**config.mk**
```make
export PLATFORM = sky130hd
export DESIGN_NAME = cmfr_merge_flat
export DESIGN_NICKNAME = d
export VERILOG_FILES = /design/src/hw/rtl/cmfr_pkg.sv /design/src/hw/rtl/cmfr_out_if.sv /design/src/hw/rtl/cmfr_merge.sv /design/src/flat_wrapper.sv
export SDC_FILE = /design/constraint.sdc
export NUM_CORES = 1
export LEC_CHECK = 0
export ABC_AREA = 1
export BUFFER_PORTS_ARGS = -buffer_cell sky130_fd_sc_hd__buf_2
export CORE_MARGIN = 2
export CORE_UTILIZATION = 45
export DETAILED_ROUTE_END_ITERATION = 8
export PLACE_DENSITY = 0.9
export SYNTH_ARGS = -nofsm -noshare
export SYNTH_HDL_FRONTEND = slang
export SYNTH_SLANG_ARGS = --single-unit
```
**constraint.sdc**
```tcl
create_clock -name clk_i -period 0.8 [get_ports clk_i]
set_input_delay 0.04 -clock clk_i [delete_from_list [all_inputs] [get_ports clk_i]]
set_output_delay 0.04 -clock clk_i [all_outputs]
set_load 0.02 [all_outputs]
```
**src/hw/rtl/cmfr_pkg.sv**
```systemverilog
// Shared constants, types and state codes for the collapse map face reducer.
package cmfr_pkg;

  // Fixed field widths
  localparam int unsigned IdxW    = 12;
  localparam int unsigned TargetW = 13;

  // Default table depth and reset value of the target register
  localparam int unsigned           MaxVertices = 4096;
  localparam logic [TargetW-1:0]    TargetReset = 13'd4096;

  // Command codes
  localparam logic CmdLoad = 1'b0;
  localparam logic CmdFace = 1'b1;

  // Corner walker states
  typedef enum logic [1:0] {
    LnIdle,
    LnEval,
    LnFetch,
    LnDone
  } lane_state_e;

  // Top level sequencer states
  typedef enum logic {
    TopIdle,
    TopWalk
  } top_state_e;

  // Table write, broadcast to every lane copy
  typedef struct packed {
    logic            we;
    logic [IdxW-1:0] addr;
    logic [IdxW-1:0] data;
  } tbl_wr_t;

  // Lane control from the sequencer
  typedef struct packed {
    logic start;
    logic clear;
  } lane_ctl_t;

  // Lane status back to the merge stage
  typedef struct packed {
    logic            done;
    logic            err;
    logic [IdxW-1:0] v;
  } lane_res_t;

endpackage

```
**src/hw/rtl/cmfr_out_if.sv**
```systemverilog
// Output channel: mapped face words with valid/ready handshake.
interface cmfr_out_if;
  logic        valid;
  logic        ready;
  logic [11:0] mapped_a;
  logic [11:0] mapped_b;
  logic [11:0] mapped_c;
  logic        walk_error;

  modport source (
    output valid, mapped_a, mapped_b, mapped_c, walk_error,
    input  ready
  );

  modport sink (
    input  valid, mapped_a, mapped_b, mapped_c, walk_error,
    output ready
  );
endinterface

```
**src/hw/rtl/cmfr_merge.sv**
```systemverilog
// Merge stage: combines the three lane results, drops degenerate faces, holds the output word.
module cmfr_merge (
  input  logic                clk_i,
  input  logic                rst_ni,
  input  cmfr_pkg::lane_res_t res_a_i,
  input  cmfr_pkg::lane_res_t res_b_i,
  input  cmfr_pkg::lane_res_t res_c_i,
  input  logic                load_i,
  output logic                keep_o,
  output logic                free_o,
  cmfr_out_if.source          result_o
);
  import cmfr_pkg::*;

  logic            valid_q, valid_d;
  logic [IdxW-1:0] ma_q, mb_q, mc_q;
  logic            err_q;
  logic            err_any;
  logic            coincide;

  // Keep a face with distinct corners, or any face whose walk hit the limit
  assign err_any  = res_a_i.err | res_b_i.err | res_c_i.err;
  assign coincide = (res_a_i.v == res_b_i.v) || (res_b_i.v == res_c_i.v) ||
                    (res_c_i.v == res_a_i.v);
  assign keep_o   = err_any || !coincide;

  // Output register is free when empty or being taken this cycle
  assign free_o = !valid_q || result_o.ready;

  always_comb begin
    valid_d = valid_q;
    if (result_o.ready) begin
      valid_d = 1'b0;
    end
    if (load_i && keep_o) begin
      valid_d = 1'b1;
    end
  end

  always_ff @(posedge clk_i or negedge rst_ni) begin
    if (!rst_ni) begin
      valid_q <= 1'b0;
    end else begin
      valid_q <= valid_d;
    end
  end

  // Capture the word
  always_ff @(posedge clk_i) begin
    if (load_i && keep_o) begin
      ma_q  <= res_a_i.v;
      mb_q  <= res_b_i.v;
      mc_q  <= res_c_i.v;
      err_q <= err_any;
    end
  end

  assign result_o.valid      = valid_q;
  assign result_o.mapped_a   = ma_q;
  assign result_o.mapped_b   = mb_q;
  assign result_o.mapped_c   = mc_q;
  assign result_o.walk_error = err_q;

endmodule

```
**src/flat_wrapper.sv**
```systemverilog
// flat-port wrapper written by rule: the top's interface ports become plain ports
module cmfr_merge_flat import cmfr_pkg::*;
  (clk_i, rst_ni, res_a_i, res_b_i, res_c_i, load_i, keep_o, free_o, result_o_valid, result_o_mapped_a, result_o_mapped_b, result_o_mapped_c, result_o_walk_error, result_o_ready);
  cmfr_out_if result_o_i ();
  input  logic clk_i;
  input  logic rst_ni;
  input  cmfr_pkg::lane_res_t res_a_i;
  input  cmfr_pkg::lane_res_t res_b_i;
  input  cmfr_pkg::lane_res_t res_c_i;
  input  logic load_i;
  output logic keep_o;
  output logic free_o;
  output wire logic [$bits(result_o_i.valid)-1:0] result_o_valid;
  output wire logic [$bits(result_o_i.mapped_a)-1:0] result_o_mapped_a;
  output wire logic [$bits(result_o_i.mapped_b)-1:0] result_o_mapped_b;
  output wire logic [$bits(result_o_i.mapped_c)-1:0] result_o_mapped_c;
  output wire logic [$bits(result_o_i.walk_error)-1:0] result_o_walk_error;
  input wire logic [$bits(result_o_i.ready)-1:0] result_o_ready;
  assign result_o_valid = result_o_i.valid;
  assign result_o_mapped_a = result_o_i.mapped_a;
  assign result_o_mapped_b = result_o_i.mapped_b;
  assign result_o_mapped_c = result_o_i.mapped_c;
  assign result_o_walk_error = result_o_i.walk_error;
  assign result_o_i.ready = result_o_ready;
  cmfr_merge u_core (.clk_i(clk_i), .rst_ni(rst_ni), .res_a_i(res_a_i), .res_b_i(res_b_i), .res_c_i(res_c_i), .load_i(load_i), .keep_o(keep_o), .free_o(free_o), .result_o(result_o_i));
endmodule
```
Word level (Yosys, flattened, before mapping)
Index checks and enable logic that the tools add are counted.
{"block": "totals", "ff_bits": 38, "in_bits": 46, "output_inout_bits": 40, "wordCells": 20}
{"block": "classes", "n_eq_ne": 3, "n_mux": 2, "bitwise": 2, "reduce_logical": 8}
{"cell": "$eq 12x12->1", "count": 3}
{"cell": "$logic_or 1x1->1", "count": 4}
{"cell": "$logic_not 1->1", "count": 2}
{"cell": "$mux 1", "count": 2}
{"cell": "$or 1x1->1", "count": 2}
{"cell": "$reduce_bool 2->1", "count": 1}
{"cell": "$logic_and 1x1->1", "count": 1}

Depth between registers and ports, before layout
Gate-level depths: netlist (run 1).
{"block": "depth", "depth_word": 7, "depth_mapped": 10, "mapped_depth_nobuf": 10}

Worst setup path before layout (run 1)
Ideal clock, no wire load.
{"block": "synth_path", "path_type": "input-to-reg", "start": "input port res_c_i[1] (netlist name)", "end": "register u_core.ma_q[0], in the netlist u_core.result_o.mapped_a[0], enable pin", "setup_time_ns": 0.392, "arrival_time_ns": 1.345, "required_ns": 0.408, "path_slack_ns": -0.937, "path_stages": 10, "path_buffers": 0, "cell_sequence": "inv_1 > nand2_1 > nand2_1 > nand2_1 > nor2_1 > nand3_1 > nand3_2 > nand2_2 > nand2_2 > inv_1"}
{"block": "synth_via", "elab_chain_cells": 6}
{"element": "from (decl)", "line_no": "flat_wrapper.sv:9", "text": "input cmfr_pkg::lane_res_t res_c_i;"}
{"element": "$eq 12x12->1", "line_no": "cmfr_merge.sv:23", "text": "assign coincide = (res_a_i.v == res_b_i.v) || (res_b_i.v == res_c_i.v) ||"}
{"element": "$logic_or 1x1->1", "line_no": "cmfr_merge.sv:23"}
{"element": "$logic_or 1x1->1 (*)", "line_no": "cmfr_merge.sv:23"}
{"element": "$logic_not 1->1 (*)", "line_no": "cmfr_merge.sv:25", "text": "assign keep_o = err_any || !coincide;"}
{"element": "$logic_or 1x1->1 (*)", "line_no": "cmfr_merge.sv:25"}
{"element": "named net keep_o", "line_no": "flat_wrapper.sv:11", "text": "output logic keep_o;"}
{"element": "$logic_and 1x1->1 (*)", "line_no": "cmfr_merge.sv:50", "text": "if (load_i && keep_o) begin"}
{"element": "to (signal assigned)", "line_no": "cmfr_merge.sv:51", "text": "ma_q <= res_a_i.v;"}
{"element": "to (decl)", "line_no": "cmfr_merge.sv:16", "text": "logic [IdxW-1:0] ma_q, mb_q, mc_q;"}
Mark *: on every way through the listed nets, which the timed path passes. The rest lies on a longest branch.
A chain may end at the register's enable or synchronous reset.

Worst setup path in the final report (run 1)
{"block": "layout_path", "start": "input port res_c_i[7] (netlist name)", "end": "register u_core.mc_q[6], in the netlist u_core.result_o.mapped_c[6], enable pin"}
{"block": "layout_via", "elab_chain_cells": 6}
{"element": "$eq 12x12->1", "line_no": "cmfr_merge.sv:23"}
{"element": "$logic_or 1x1->1", "line_no": "cmfr_merge.sv:23"}
{"element": "$logic_or 1x1->1 (*)", "line_no": "cmfr_merge.sv:23"}
{"element": "$logic_not 1->1 (*)", "line_no": "cmfr_merge.sv:25"}
{"element": "$logic_or 1x1->1 (*)", "line_no": "cmfr_merge.sv:25"}
{"element": "$logic_and 1x1->1 (*)", "line_no": "cmfr_merge.sv:50"}
{"element": "to (signal assigned)", "line_no": "cmfr_merge.sv:53", "text": "mc_q <= res_c_i.v;"}
{"element": "to (decl)", "line_no": "cmfr_merge.sv:16"}
Every way passes the cells marked *; elsewhere a longest branch is shown, timed or not.

==> results of run 1 <==
-- path summary, 6_finish.rpt --
path,cells past startpoint,to,start
worst max-delay path,11,u_core.result_o.mapped_c[6]$_DFFE_PP_,res_c_i[7]
worst min-delay path,1,u_core.result_o.mapped_c[10]$_DFFE_PP_,res_c_i[10]
worst max register to register,3,u_core.result_o.valid$_DFFE_PN0P_,u_core.result_o.valid$_DFFE_PN0P_
worst min register to register,3,u_core.result_o.valid$_DFFE_PN0P_,u_core.result_o.valid$_DFFE_PN0P_
max in group asynchronous,2,u_core.result_o.valid$_DFFE_PN0P_,rst_ni
min in group asynchronous,2,u_core.result_o.valid$_DFFE_PN0P_,rst_ni
-- worst max-delay path, cell delays in order --
cell	delay [ns]
sky130_fd_sc_hd__buf_2	0.14
sky130_fd_sc_hd__xnor2_1	0.21
sky130_fd_sc_hd__nand2_1	0.10
sky130_fd_sc_hd__nor2_1	0.18
sky130_fd_sc_hd__nand3_1	0.11
sky130_fd_sc_hd__nand3_2	0.10
sky130_fd_sc_hd__nand2_4	0.06
sky130_fd_sc_hd__nand2_4	0.08
sky130_fd_sc_hd__clkinvlp_4	0.12
sky130_fd_sc_hd__buf_6	0.16
sky130_fd_sc_hd__buf_12	0.14
-- sequential cells by signal (all words and copies together) (netlist names) --
signal                      flops
u_core.result_o.mapped_a       12
u_core.result_o.walk_error      1
u_core.result_o.mapped_b       12
u_core.result_o.mapped_c       12
u_core.result_o.valid           1
-- power breakdown --
group          internal (mW)  switching [mW]  leakage, nW
Clock                  0.582           0.662       0.0407
Combinational          0.768           0.711         1.18
Sequential              2.36          0.0668        0.373
-- what timing repair did --
action	CTS	global route
setup buffers	5	0
hold buffers	33	3
endpoints found under the hold margin	33	3
gates cloned	3	0
pin swaps	1	36
gates resized for setup	56	87
setup endpoints to repair	78	78
-- cell usage in the layout, fill, tap and decap left out, types with 6 or more instances in the layout --
master,count
sky130_fd_sc_hd__buf_2,30
sky130_fd_sc_hd__buf_4,9
sky130_fd_sc_hd__buf_6,48
sky130_fd_sc_hd__dlygate4sd3_1,36
sky130_fd_sc_hd__edfxtp_1,37
sky130_fd_sc_hd__inv_1,12
sky130_fd_sc_hd__inv_2,17
sky130_fd_sc_hd__nand2_1,68
sky130_fd_sc_hd__nor2_1,6
sky130_fd_sc_hd__xnor2_2,13
-- cell type report --
cell class / count / area (sq um) / share of cell area
well taps: 48 / 60.1 / 0.0179
flip-flops and latches: 38 / 1140 / 0.338
clock buffers: 5 / 68.8 / 0.0205
multi-input cells: 107 / 682 / 0.203
repair buffers: 131 / 1280 / 0.382
inverters: 30 / 116 / 0.0346
clock inverters: 3 / 11.3 / 0.00335
-- kinds of logic (layout without fill, tap and decap cells) --
group | count (synthesis) | after routing | share of synthesized area
buffers and inverters | 30 | 169 | 0.0637
XOR/XNOR | 18 | 18 | 0.0892
AND/OR/NAND/NOR | 89 | 89 | 0.205
flip-flops | 38 | 38 | 0.643
-- through the flow --
stage / power (mW) / hold WS [ns] / TNS (ns)
after floorplan: 2.92 / -0.256 / -28.06
after CTS: 4.82 / 0.00220 / -15.02
final: 5.15 / 0.0252 / -24.06
after detailed placement: 3.34 / -0.183 / -24.21
after global placement: 3.31 / -0.183 / -23.94
after global routing: 5.31 / 0.0248 / -24.68
-- Yosys cell counts (all sizes together) --
cell / n / area share
nand2: 74 / 0.16
edfxtp: 37 / 0.63
inv: 30 / 0.064
xnor2: 18 / 0.089
nor2: 9 / 0.021
nand3: 5 / 0.017
dfrtp: 1 / 0.014
nor3: 1 / 0.0057
-- metal layers --
| metal | vias up | global-route usage | wire, um |
|---|---|---|---|
| li1 | 823 | - | - |
| met5 | - | 0 | 0 |
| met1 | 827 | 0.256 | 2090 |
| met3 | 33 | 0.0439 | 522 |
| met4 | 0 | 0.120 | 308 |
| met2 | 121 | 0.458 | 3610 |
==> report_table.html, run 1 <==
<table>
<tr><th>Metric</th><th>Value</th></tr>
<tr><th colspan="2">Timing</th></tr>
<tr><td>Max-slew violation count</td><td>0</td></tr>
<tr><td>Time the worst path needs with I/O delays and setup</td><td>1.37 ns</td></tr>
<tr><td>Maximum clock frequency</td><td>0.729 GHz</td></tr>
<tr><td>Final hold vios</td><td>0</td></tr>
<tr><td>Unrepaired setup endpoints after global routing</td><td>true</td></tr>
<tr><td>Worst Tran Pin Value</td><td>0.217 ns</td></tr>
<tr><td>Worst slew margin</td><td>0.854</td></tr>
<tr><td>Clk_skew</td><td>0 ns</td></tr>
<tr><td>Total of endpoints with negative setup slack in the final report</td><td>78</td></tr>
<tr><td>Final period util</td><td>1.71</td></tr>
<tr><td>Least setup slack across all paths after layout</td><td>-0.572 ns</td></tr>
<tr><th colspan="2">Outcome</th></tr>
<tr><td>Violated checks</td><td>negative setup slack</td></tr>
<tr><td>Status</td><td>complete, but fails checks</td></tr>
<tr><th colspan="2">Floorplan</th></tr>
<tr><td>Number of core rows</td><td>22</td></tr>
<tr><td>Die footprint</td><td>4450 sq um</td></tr>
<tr><td>Core area</td><td>3720 sq um</td></tr>
<tr><td>Die Span Y</td><td>66.7 um</td></tr>
<tr><td>Initial core utilization</td><td>0.476</td></tr>
<tr><td>Die outline width</td><td>66.7 um</td></tr>
<tr><td>Io pins</td><td>86</td></tr>
<tr><th colspan="2">Worst setup path</th></tr>
<tr><td>Largest fanout of any net on the critical path</td><td>7</td></tr>
<tr><td>Kind of start point of the critical path</td><td>input pin</td></tr>
<tr><td>Critical path data required time</td><td>0.86 ns</td></tr>
<tr><td>Crit end category</td><td>flop</td></tr>
<tr><td>Kind of critical path</td><td>in -&gt; reg</td></tr>
<tr><td>Slack of the worst reg-to-reg path</td><td>0.07 ns</td></tr>
<tr><td>Arrival time at the worst endpoint</td><td>roughly 1.4 ns</td></tr>
<tr><th colspan="2">Cells and area</th></tr>
<tr><td>End-of-flow core utilization</td><td>0.904</td></tr>
<tr><td>Number of nets in the layout</td><td>roughly 360</td></tr>
<tr><td>Count of fill cells added during filler insertion</td><td>139</td></tr>
<tr><td>Area grow syn2layout</td><td>90.0%</td></tr>
<tr><td>Post-layout instance area</td><td>3360 sq um</td></tr>
<tr><td>Ant diodes</td><td>0</td></tr>
<tr><td>Share of cells above drive strength 1</td><td>0.462</td></tr>
<tr><td>Filler-free cell count of the finished design</td><td>362</td></tr>
<tr><th colspan="2">Logic synthesis</th></tr>
<tr><td>Number of instances in the synthesized netlist</td><td>approximately 180</td></tr>
<tr><td>Mapped cell area</td><td>1770 sq um</td></tr>
<tr><td>Nets in the synthesized netlist</td><td>221</td></tr>
<tr><td>Number of flip-flops and latches in the synthesized netlist</td><td>38</td></tr>
<tr><td>Warnings from Yosys</td><td>0</td></tr>
<tr><td>Number of distinct library cells after synthesis</td><td>12</td></tr>
<tr><td>Syn Area/Cell</td><td>10.1 sq um</td></tr>
<tr><td>Sequential element share of the synthesized area</td><td>0.643</td></tr>
<tr><th colspan="2">Pwr</th></tr>
<tr><td>Leakage</td><td>1.59 nW</td></tr>
<tr><td>Power density relative to cell area</td><td>1530 nW/um^2</td></tr>
<tr><td>Largest vdd supply drop</td><td>0.00120 V</td></tr>
<tr><th colspan="2">Global routing</th></tr>
<tr><td>Number of antenna violations at the first check in global routing</td><td>0</td></tr>
<tr><td>First-pass GRT wire length</td><td>7720 um</td></tr>
<tr><td>Global-route total usage across every layer</td><td>0.243</td></tr>
<tr><td>Pin count of the biggest net entering global routing</td><td>12</td></tr>
<tr><td>Overflow after GRT</td><td>0</td></tr>
<tr><td>Vias in the first global route</td><td>1,709</td></tr>
<tr><th colspan="2">Clocking</th></tr>
<tr><td>Total number of clock tree sinks</td><td>38</td></tr>
<tr><td>H-Tree Level Count</td><td>2</td></tr>
<tr><td>Buffers from clock root to sink, at most</td><td>2</td></tr>
<tr><td>TritonCTS Buffers</td><td>5</td></tr>
<tr><td>Clock latency at the later pin of the worst-skew pair</td><td>0.29 ns</td></tr>
<tr><td>Clock tree from TritonCTS</td><td>built</td></tr>
<tr><td>Clock slew at the register clock pins of the worst setup and hold paths</td><td>0.07 ns</td></tr>
<tr><td>Root Buffer Master</td><td>sky130_fd_sc_hd__clkbuf_8</td></tr>
<tr><th colspan="2">Placed design</th></tr>
<tr><td>Detailed placement HPWL</td><td>3060 um</td></tr>
<tr><td>Setup Slack @ Placement</td><td>-0.646 ns</td></tr>
<tr><td>GPL Wtd Cong</td><td>around 0.74</td></tr>
<tr><td>Port-buffer cells</td><td>82</td></tr>
<tr><td>Placed cells</td><td>310</td></tr>
<tr><td>Placed cell areas</td><td>2350 sq um</td></tr>
<tr><th colspan="2">Drt</th></tr>
<tr><td>DRC violation count after routing</td><td>0</td></tr>
<tr><td>Via density</td><td>4.98</td></tr>
<tr><td>Iteration-0 DRC Markers</td><td>221</td></tr>
<tr><td>Routed via count</td><td>1,804</td></tr>
<tr><td>Routed Wire Length</td><td>between 6000 and 7000 um</td></tr>
<tr><td>Final ANT Viol Nets</td><td>0</td></tr>
<tr><td>Length of the first detailed-routing pass in iterations</td><td>4</td></tr>
<tr><td>DR WL/cell</td><td>18.0 um</td></tr>
<tr><th colspan="2">Run</th></tr>
<tr><td>Total of max-cap violations</td><td>0</td></tr>
<tr><th colspan="2">Worst hold path</th></tr>
<tr><td>Worst min-delay path category</td><td>in -&gt; reg</td></tr>
</table>
No activity file was read; power rests on OpenSTA's default activity.
==> run 2, diff against run 1 <==
--- a/config.mk
+++ b/config.mk
@@ -6,7 +6,7 @@
 export NUM_CORES = 1
 export LEC_CHECK = 0
 export ABC_AREA = 1
-export BUFFER_PORTS_ARGS = -buffer_cell sky130_fd_sc_hd__buf_2
+export BUFFER_PORTS_ARGS = -buffer_cell sky130_fd_sc_hd__buf_4
 export CORE_MARGIN = 2
 export CORE_UTILIZATION = 45
 export DETAILED_ROUTE_END_ITERATION = 8
==> report_table.html, run 2 (same netlist as run 1, synthesis figures left out) <==
<table>
<tr><th>Metric</th><th>Value</th></tr>
<tr><th colspan="2">Global routing</th></tr>
<tr><td>First-pass GRT wire length</td><td>approximately 8300 um</td></tr>
<tr><td>Vias in the first global route</td><td>1,733</td></tr>
<tr><td>Met1 usage</td><td>0.292</td></tr>
<tr><td>Overflow after GRT</td><td>0</td></tr>
<tr><td>Most Crowded Layer GR</td><td>met2</td></tr>
<tr><td>Global-route total usage across every layer</td><td>0.262</td></tr>
<tr><td>GR met2 Demand/Resource</td><td>0.488</td></tr>
<tr><td>Pin count of the biggest net entering global routing</td><td>20</td></tr>
<tr><td>Number of antenna violations at the first check in global routing</td><td>0</td></tr>
<tr><td>Met3 usage</td><td>0.0676</td></tr>
<tr><th colspan="2">Cells and area</th></tr>
<tr><td>Highest-count cells in the layout ignoring fill and taps</td><td>62 x sky130_fd_sc_hd__nand2_1, 49 x sky130_fd_sc_hd__buf_6, 37 x sky130_fd_sc_hd__dlygate4sd3_1, 37 x sky130_fd_sc_hd__edfxtp_1, 35 x sky130_fd_sc_hd__buf_4</td></tr>
<tr><td>Post-layout instance area</td><td>3320 sq um</td></tr>
<tr><td>Filler-free cell count of the finished design</td><td>355</td></tr>
<tr><td>Ant diodes</td><td>0</td></tr>
<tr><td>Number of nets in the layout</td><td>353</td></tr>
<tr><td>End-of-flow core utilization</td><td>0.893</td></tr>
<tr><td>Storage element area</td><td>1140 sq um</td></tr>
<tr><td>Share of cells above drive strength 1</td><td>0.456</td></tr>
<tr><td>Count of fill cells added during filler insertion</td><td>155</td></tr>
<tr><td>Area grow syn2layout</td><td>87.7%</td></tr>
<tr><td>Area taken by multi-input logic gates</td><td>~670 sq um</td></tr>
<tr><td>Most common library cell in the layout ignoring fill and taps</td><td>sky130_fd_sc_hd__nand2_1</td></tr>
<tr><th colspan="2">Timing</th></tr>
<tr><td>Worst Tran Pin Value</td><td>about 0.18 ns</td></tr>
<tr><td>Setup tns final</td><td>-16.23 ns</td></tr>
<tr><td>Max-slew violation count</td><td>0</td></tr>
<tr><td>Final hold vios</td><td>0</td></tr>
<tr><td>Time the worst path needs with I/O delays and setup</td><td>1.17 ns</td></tr>
<tr><td>Clk_skew</td><td>0 ns</td></tr>
<tr><td>Worst slack on hold paths</td><td>0.0713 ns</td></tr>
<tr><td>Maximum clock frequency</td><td>0.858 GHz</td></tr>
<tr><td>Final period util</td><td>1.46</td></tr>
<tr><td>Worst slew margin</td><td>0.882</td></tr>
<tr><td>Least setup slack across all paths after layout</td><td>-0.366 ns</td></tr>
<tr><td>Total of endpoints with negative setup slack in the final report</td><td>78</td></tr>
<tr><td>Unrepaired setup endpoints after global routing</td><td>true</td></tr>
<tr><th colspan="2">Clocking</th></tr>
<tr><td>H-Tree Level Count</td><td>2</td></tr>
<tr><td>Total number of clock tree sinks</td><td>38</td></tr>
<tr><td>TritonCTS Buffers</td><td>5</td></tr>
<tr><td>Clock latency at the later pin of the worst-skew pair</td><td>0.28 ns</td></tr>
<tr><td>Root Buffer Master</td><td>sky130_fd_sc_hd__clkbuf_8</td></tr>
<tr><td>Clock tree from TritonCTS</td><td>built</td></tr>
<tr><td>Buffers from clock root to sink, at most</td><td>2</td></tr>
<tr><td>Clock slew at the register clock pins of the worst setup and hold paths</td><td>about 0.070 ns</td></tr>
<tr><th colspan="2">Placed design</th></tr>
<tr><td>Port-buffer cells</td><td>82</td></tr>
<tr><td>Detailed placement HPWL</td><td>3140 um</td></tr>
<tr><td>Placed cell areas</td><td>2550 sq um</td></tr>
<tr><td>Setup Slack @ Placement</td><td>-0.637 ns</td></tr>
<tr><td>GPL Wtd Cong</td><td>0.748</td></tr>
<tr><td>Placed cells</td><td>roughly 310</td></tr>
<tr><th colspan="2">Pwr</th></tr>
<tr><td>Largest vdd supply drop</td><td>0.00114 V</td></tr>
<tr><td>Power density relative to cell area</td><td>1540 nW/um^2</td></tr>
<tr><td>Leakage</td><td>1.56 nW</td></tr>
<tr><td>Sum of internal, switching and leakage power</td><td>between 5 and 6 mW</td></tr>
<tr><th colspan="2">Floorplan</th></tr>
<tr><td>Io pins</td><td>86</td></tr>
<tr><td>Initial core utilization</td><td>0.476</td></tr>
<tr><td>Number of core rows</td><td>22</td></tr>
<tr><td>Die outline width</td><td>66.7 um</td></tr>
<tr><td>Die Span Y</td><td>~67 um</td></tr>
<tr><td>Core area</td><td>3720 sq um</td></tr>
<tr><td>Die footprint</td><td>4450 sq um</td></tr>
<tr><th colspan="2">Worst setup path</th></tr>
<tr><td>Kind of start point of the critical path</td><td>input pin</td></tr>
<tr><td>Crit end category</td><td>flop</td></tr>
<tr><td>Largest fanout of any net on the critical path</td><td>19</td></tr>
<tr><td>Arrival time at the worst endpoint</td><td>1.21 ns</td></tr>
<tr><td>Kind of critical path</td><td>in -&gt; reg</td></tr>
<tr><td>Critical path data required time</td><td>0.84 ns</td></tr>
<tr><th colspan="2">Drt</th></tr>
<tr><td>Via density</td><td>4.87</td></tr>
<tr><td>DRC violation count after routing</td><td>0</td></tr>
<tr><td>Length of the first detailed-routing pass in iterations</td><td>5</td></tr>
<tr><td>Iteration-0 DRC Markers</td><td>217</td></tr>
<tr><td>DR WL/cell</td><td>between 15 and 20 um</td></tr>
<tr><td>Final ANT Viol Nets</td><td>0</td></tr>
<tr><td>Routed via count</td><td>about 1,700</td></tr>
<tr><td>Routed Wire Length</td><td>a little under 6000 um</td></tr>
<tr><th colspan="2">Outcome</th></tr>
<tr><td>Status</td><td>complete, but fails checks</td></tr>
<tr><td>Violated checks</td><td>negative setup slack</td></tr>
<tr><th colspan="2">Worst hold path</th></tr>
<tr><td>Worst min-delay path category</td><td>in -&gt; async</td></tr>
<tr><th colspan="2">Run</th></tr>
<tr><td>Total of max-cap violations</td><td>0</td></tr>
</table>
## run 2: cell count changes in the layout (fill, tap and decap cells not counted), moves of 2 or more
cell                       before  now
sky130_fd_sc_hd__buf_16         3    0
sky130_fd_sc_hd__buf_2         30    0
sky130_fd_sc_hd__buf_4          9   35
sky130_fd_sc_hd__clkbuf_1       0    2
sky130_fd_sc_hd__clkinv_1       3    0
sky130_fd_sc_hd__inv_1         12   17
sky130_fd_sc_hd__inv_2         17   12
sky130_fd_sc_hd__nand2_1       68   62
sky130_fd_sc_hd__nand2_2        4   10
sky130_fd_sc_hd__xnor2_4        2    0
## run 2: worst max-delay path: stages
cell	delay [ns]
sky130_fd_sc_hd__buf_4	0.13
sky130_fd_sc_hd__inv_1	0.09
sky130_fd_sc_hd__nand2_1	0.05
sky130_fd_sc_hd__nand2_1	0.08
sky130_fd_sc_hd__nand2_1	0.09
sky130_fd_sc_hd__nor2_1	0.09
sky130_fd_sc_hd__nand3_1	0.09
sky130_fd_sc_hd__nand3_2	0.10
sky130_fd_sc_hd__nand2_4	0.06
sky130_fd_sc_hd__nand2_4	0.08
sky130_fd_sc_hd__clkinvlp_4	0.12
sky130_fd_sc_hd__buf_12	0.18
## run 2: worst paths after layout
kind                                                   start                                    end  slack [ns]  cells past startpoint
setup reg to reg           u_core.result_o.valid$_DFFE_PN0P_      u_core.result_o.valid$_DFFE_PN0P_        0.06                      3
setup / recovery                                  res_a_i[9]  u_core.result_o.mapped_c[9]$_DFFE_PP_       -0.37                     12
max in group asynchronous                             rst_ni      u_core.result_o.valid$_DFFE_PN0P_        0.65                      2
min in group clk_i                                    load_i      u_core.result_o.valid$_DFFE_PN0P_        0.11                      4
hold reg to reg            u_core.result_o.valid$_DFFE_PN0P_      u_core.result_o.valid$_DFFE_PN0P_        0.66                      3
hold / removal                                        rst_ni      u_core.result_o.valid$_DFFE_PN0P_        0.07                      2
## run 2: final cells by class
| class | instances | share of cell area |
|---|---|---|
| clock buffers | 7 | 0.0230 |
| inverters | 30 | 0.0351 |
| multi-input cells | 107 | 0.203 |
| flip-flops and latches | 38 | 0.342 |
| well taps | 48 | 0.0181 |
| repair buffers | 125 | 0.378 |
## run 2: layer usage
| layer | part of all wire | vias to the layer above |
|---|---|---|
| li1 | - | 802 |
| met1 | 0.36 | 833 |
| met2 | 0.56 | 83 |
| met3 | 0.063 | 12 |
| met4 | 0.018 | 0 |
| met5 | 0 | - |
## run 2: where the power goes
part / internal [mW] / total (mW) / switching (mW)
Sequential: 2.36 / 2.44 / 0.0826
Combinational: 0.761 / 1.43 / 0.672
Clock: 0.600 / 1.24 / 0.638
Total: 3.72 / 5.11 / 1.39
## run 2: timing repair
action / in CTS / in global routing
setup endpoints to repair: 78 / 78
hold buffers: 37 / 0
gates resized for setup: 54 / 31
pin swaps: 2 / 0
buffers inserted: 2 / 0
endpoints found under the hold margin: 37 / 0
==> run 3, diff against run 2 <==
--- a/config.mk
+++ b/config.mk
@@ -7,6 +7,7 @@
 export LEC_CHECK = 0
 export ABC_AREA = 1
 export BUFFER_PORTS_ARGS = -buffer_cell sky130_fd_sc_hd__buf_4
+export CORE_ASPECT_RATIO = 1.75
 export CORE_MARGIN = 2
 export CORE_UTILIZATION = 45
 export DETAILED_ROUTE_END_ITERATION = 8
==> report_table.html, run 3 (same netlist as run 1, synthesis figures left out) <==
<table>
<tr><th>Metric</th><th>Value</th></tr>
<tr><th colspan="2">Worst setup path</th></tr>
<tr><td>FF-to-FF path depth</td><td>4</td></tr>
<tr><td>Kind of critical path</td><td>in -&gt; reg</td></tr>
<tr><td>Last element of the critical path</td><td>u_core.result_o.mapped_c[11]$_DFFE_PP_</td></tr>
<tr><td>Slack of the worst reg-to-reg path</td><td>-0.09 ns</td></tr>
<tr><td>Reg-to-reg startpoint</td><td>u_core.result_o.valid$_DFFE_PN0P_</td></tr>
<tr><td>Critical path data required time</td><td>approximately 0.86 ns</td></tr>
<tr><td>CP startpoint</td><td>res_a_i[11]</td></tr>
<tr><td>Kind of start point of the critical path</td><td>input pin</td></tr>
<tr><td>Crit end category</td><td>flop</td></tr>
<tr><td>Largest fanout of any net on the critical path</td><td>6</td></tr>
<tr><td>Reg2Reg Capture Point</td><td>u_core.result_o.valid$_DFFE_PN0P_</td></tr>
<tr><td>Arrival time at the worst endpoint</td><td>around 1.5 ns</td></tr>
<tr><th colspan="2">Timing</th></tr>
<tr><td>Worst Tran Pin Value</td><td>0.317 ns</td></tr>
<tr><td>Setup tns final</td><td>-25.93 ns</td></tr>
<tr><td>Final hold vios</td><td>0</td></tr>
<tr><td>Least setup slack across all paths after layout</td><td>-0.604 ns</td></tr>
<tr><td>Maximum clock frequency</td><td>0.712 GHz</td></tr>
<tr><td>Worst slack on hold paths</td><td>~0.052 ns</td></tr>
<tr><td>Time the worst path needs with I/O delays and setup</td><td>roughly 1.4 ns</td></tr>
<tr><td>Final period util</td><td>1.75</td></tr>
<tr><td>Unrepaired setup endpoints after global routing</td><td>true</td></tr>
<tr><td>Max-slew violation count</td><td>0</td></tr>
<tr><td>Clk_skew</td><td>0 ns</td></tr>
<tr><td>Total of endpoints with negative setup slack in the final report</td><td>78</td></tr>
<tr><td>Worst slew margin</td><td>0.788</td></tr>
<tr><th colspan="2">Drt</th></tr>
<tr><td>Length of the first detailed-routing pass in iterations</td><td>5</td></tr>
<tr><td>Via density</td><td>around 5.3</td></tr>
<tr><td>Final ANT Viol Nets</td><td>0</td></tr>
<tr><td>Routed Wire Length</td><td>8030 um</td></tr>
<tr><td>Iteration-0 DRC Markers</td><td>slightly above 100</td></tr>
<tr><td>DRC violation count after routing</td><td>0</td></tr>
<tr><td>Routed via count</td><td>roughly 1,900</td></tr>
<tr><td>DR WL/cell</td><td>22.4 um</td></tr>
<tr><th colspan="2">Cells and area</th></tr>
<tr><td>Area grow syn2layout</td><td>96.4%</td></tr>
<tr><td>End-of-flow core utilization</td><td>0.907</td></tr>
<tr><td>Ant diodes</td><td>0</td></tr>
<tr><td>Highest-count cells in the layout ignoring fill and taps</td><td>60 x sky130_fd_sc_hd__buf_6, 55 x sky130_fd_sc_hd__nand2_1, 37 x sky130_fd_sc_hd__dlygate4sd3_1, 37 x sky130_fd_sc_hd__edfxtp_1, 25 x sky130_fd_sc_hd__buf_4</td></tr>
<tr><td>Filler-free cell count of the finished design</td><td>around 360</td></tr>
<tr><td>Share of cells above drive strength 1</td><td>0.526</td></tr>
<tr><td>Most common library cell in the layout ignoring fill and taps</td><td>sky130_fd_sc_hd__buf_6</td></tr>
<tr><td>Number of nets in the layout</td><td>between 300 and 400</td></tr>
<tr><td>Count of fill cells added during filler insertion</td><td>142</td></tr>
<tr><th colspan="2">Clocking</th></tr>
<tr><td>Clock tree from TritonCTS</td><td>built</td></tr>
<tr><td>Root Buffer Master</td><td>sky130_fd_sc_hd__clkbuf_8</td></tr>
<tr><td>Clock latency at the later pin of the worst-skew pair</td><td>0.29 ns</td></tr>
<tr><td>Clock slew at the register clock pins of the worst setup and hold paths</td><td>0.06 ns</td></tr>
<tr><td>H-Tree Level Count</td><td>2</td></tr>
<tr><td>Total number of clock tree sinks</td><td>38</td></tr>
<tr><td>TritonCTS Buffers</td><td>5</td></tr>
<tr><td>Buffers from clock root to sink, at most</td><td>2</td></tr>
<tr><th colspan="2">Floorplan</th></tr>
<tr><td>Die footprint</td><td>between 4000 and 5000 sq um</td></tr>
<tr><td>Initial core utilization</td><td>0.462</td></tr>
<tr><td>Die Span Y</td><td>86.9 um</td></tr>
<tr><td>Core area</td><td>around 3800 sq um</td></tr>
<tr><td>Io pins</td><td>86</td></tr>
<tr><td>Number of core rows</td><td>30</td></tr>
<tr><td>Die outline width</td><td>51.4 um</td></tr>
<tr><th colspan="2">Placed design</th></tr>
<tr><td>GPL Wtd Cong</td><td>0.807</td></tr>
<tr><td>Port-buffer cells</td><td>82</td></tr>
<tr><td>Placed cells</td><td>308</td></tr>
<tr><td>Detailed placement HPWL</td><td>3270 um</td></tr>
<tr><th colspan="2">Pwr</th></tr>
<tr><td>Power density relative to cell area</td><td>about 1600 nW/um^2</td></tr>
<tr><td>Leakage</td><td>approximately 1.6 nW</td></tr>
<tr><td>Sum of internal, switching and leakage power</td><td>roughly 5.4 mW</td></tr>
<tr><td>Largest vdd supply drop</td><td>0.00200 V</td></tr>
<tr><th colspan="2">Run</th></tr>
<tr><td>Total of max-cap violations</td><td>0</td></tr>
<tr><th colspan="2">Worst hold path</th></tr>
<tr><td>Launch point of the worst hold path</td><td>res_b_i[12]</td></tr>
<tr><td>Worst min-delay path category</td><td>in -&gt; reg</td></tr>
<tr><th colspan="2">Global routing</th></tr>
<tr><td>Number of antenna violations at the first check in global routing</td><td>0</td></tr>
<tr><td>Overflow after GRT</td><td>0</td></tr>
<tr><td>First-pass GRT wire length</td><td>approximately 8300 um</td></tr>
<tr><td>Pin count of the biggest net entering global routing</td><td>26</td></tr>
<tr><td>Vias in the first global route</td><td>1,725</td></tr>
<tr><td>Global-route total usage across every layer</td><td>0.260</td></tr>
<tr><th colspan="2">Outcome</th></tr>
<tr><td>Status</td><td>complete, but fails checks</td></tr>
<tr><td>Violated checks</td><td>negative setup slack</td></tr>
</table>
==> run 3: cell types whose count changed in the layout (fill, tap and decap cells not counted), moves of 2 or more <==
cell	delta
sky130_fd_sc_hd__buf_6	+11
sky130_fd_sc_hd__buf_4	-10
sky130_fd_sc_hd__inv_1	-8
sky130_fd_sc_hd__xnor2_2	+2
sky130_fd_sc_hd__xnor2_1	-3
sky130_fd_sc_hd__inv_4	+3
sky130_fd_sc_hd__inv_2	+5
sky130_fd_sc_hd__nand2_1	-7
sky130_fd_sc_hd__nand2_2	+7
==> run 3: area by class of cell <==
cell class | count | area, sq um | share of cell area
clock buffer | 8 | 90.1 | 0.0259
timing repair buffer | 127 | 1320 | 0.381
tap | 48 | 60.1 | 0.0173
inverter | 30 | 124 | 0.0357
multi-input combinational | 107 | 738 | 0.213
sequential | 38 | 1140 | 0.327
==> run 3: worst min path at each step <==
stage | cells after the start | end | slack [ns]
floorplan | 0 | u_core.result_o.valid$_DFFE_PN0P_ | -0.26
global placement | 1 | u_core.result_o.valid$_DFFE_PN0P_ | -0.18
detailed placement | 1 | u_core.result_o.valid$_DFFE_PN0P_ | -0.18
CTS | 3 | u_core.result_o.walk_error$_DFFE_PP_ | 0.04
global route | 3 | u_core.result_o.walk_error$_DFFE_PP_ | 0.04
finish | 3 | u_core.result_o.walk_error$_DFFE_PP_ | 0.05
==> run 3: worst max-delay path: stages <==
cell                         delay, ns
sky130_fd_sc_hd__buf_6            0.11
sky130_fd_sc_hd__xnor2_2          0.17
sky130_fd_sc_hd__nand2_1          0.11
sky130_fd_sc_hd__nor2_2           0.21
sky130_fd_sc_hd__nand3_2          0.13
sky130_fd_sc_hd__nand3_2          0.12
sky130_fd_sc_hd__nand2_4          0.07
sky130_fd_sc_hd__nand2_4          0.09
sky130_fd_sc_hd__clkinvlp_4       0.19
sky130_fd_sc_hd__clkbuf_16        0.22
==> run 3: report_power, final <==
| part | total (mW) | internal, mW | switching (mW) |
|---|---|---|---|
| registers | 2.45 | 2.36 | 0.0852 |
| clock network | 1.38 | 0.703 | 0.678 |
| logic | 1.60 | 0.816 | 0.785 |
| total | 5.43 | 3.88 | 1.55 |
==> run 3: layer usage <==
layer | share of wire | routed length (um) | global-route usage | up-vias
li1 | - | - | - | 811
met1 | 0.34 | 2750 | 0.280 | 901
met2 | 0.54 | 4330 | 0.460 | 135
met3 | 0.068 | 550 | 0.0464 | 36
met4 | 0.050 | 402 | 0.153 | 0
met5 | 0 | 0 | 0 | -
==> run 3: timing repair <==
action,CTS,global route
hold buffers,37,0
hold endpoints to repair,37,0
gates cloned,0,2
pin swaps,1,45
resized for setup,55,67
setup endpoints to repair,78,78
buffers inserted,3,1
==> run 3: through the flow <==
| stage | setup slack (ns) | cell area [sq um] |
|---|---|---|
| after CTS | -0.335 | 3200 |
| after global placement | -0.590 | 2530 |
| after floorplan | -0.758 | 1820 |
| final | -0.604 | 3470 |
| after detailed placement | -0.646 | 2530 |
| after global routing | -0.633 | 3470 |
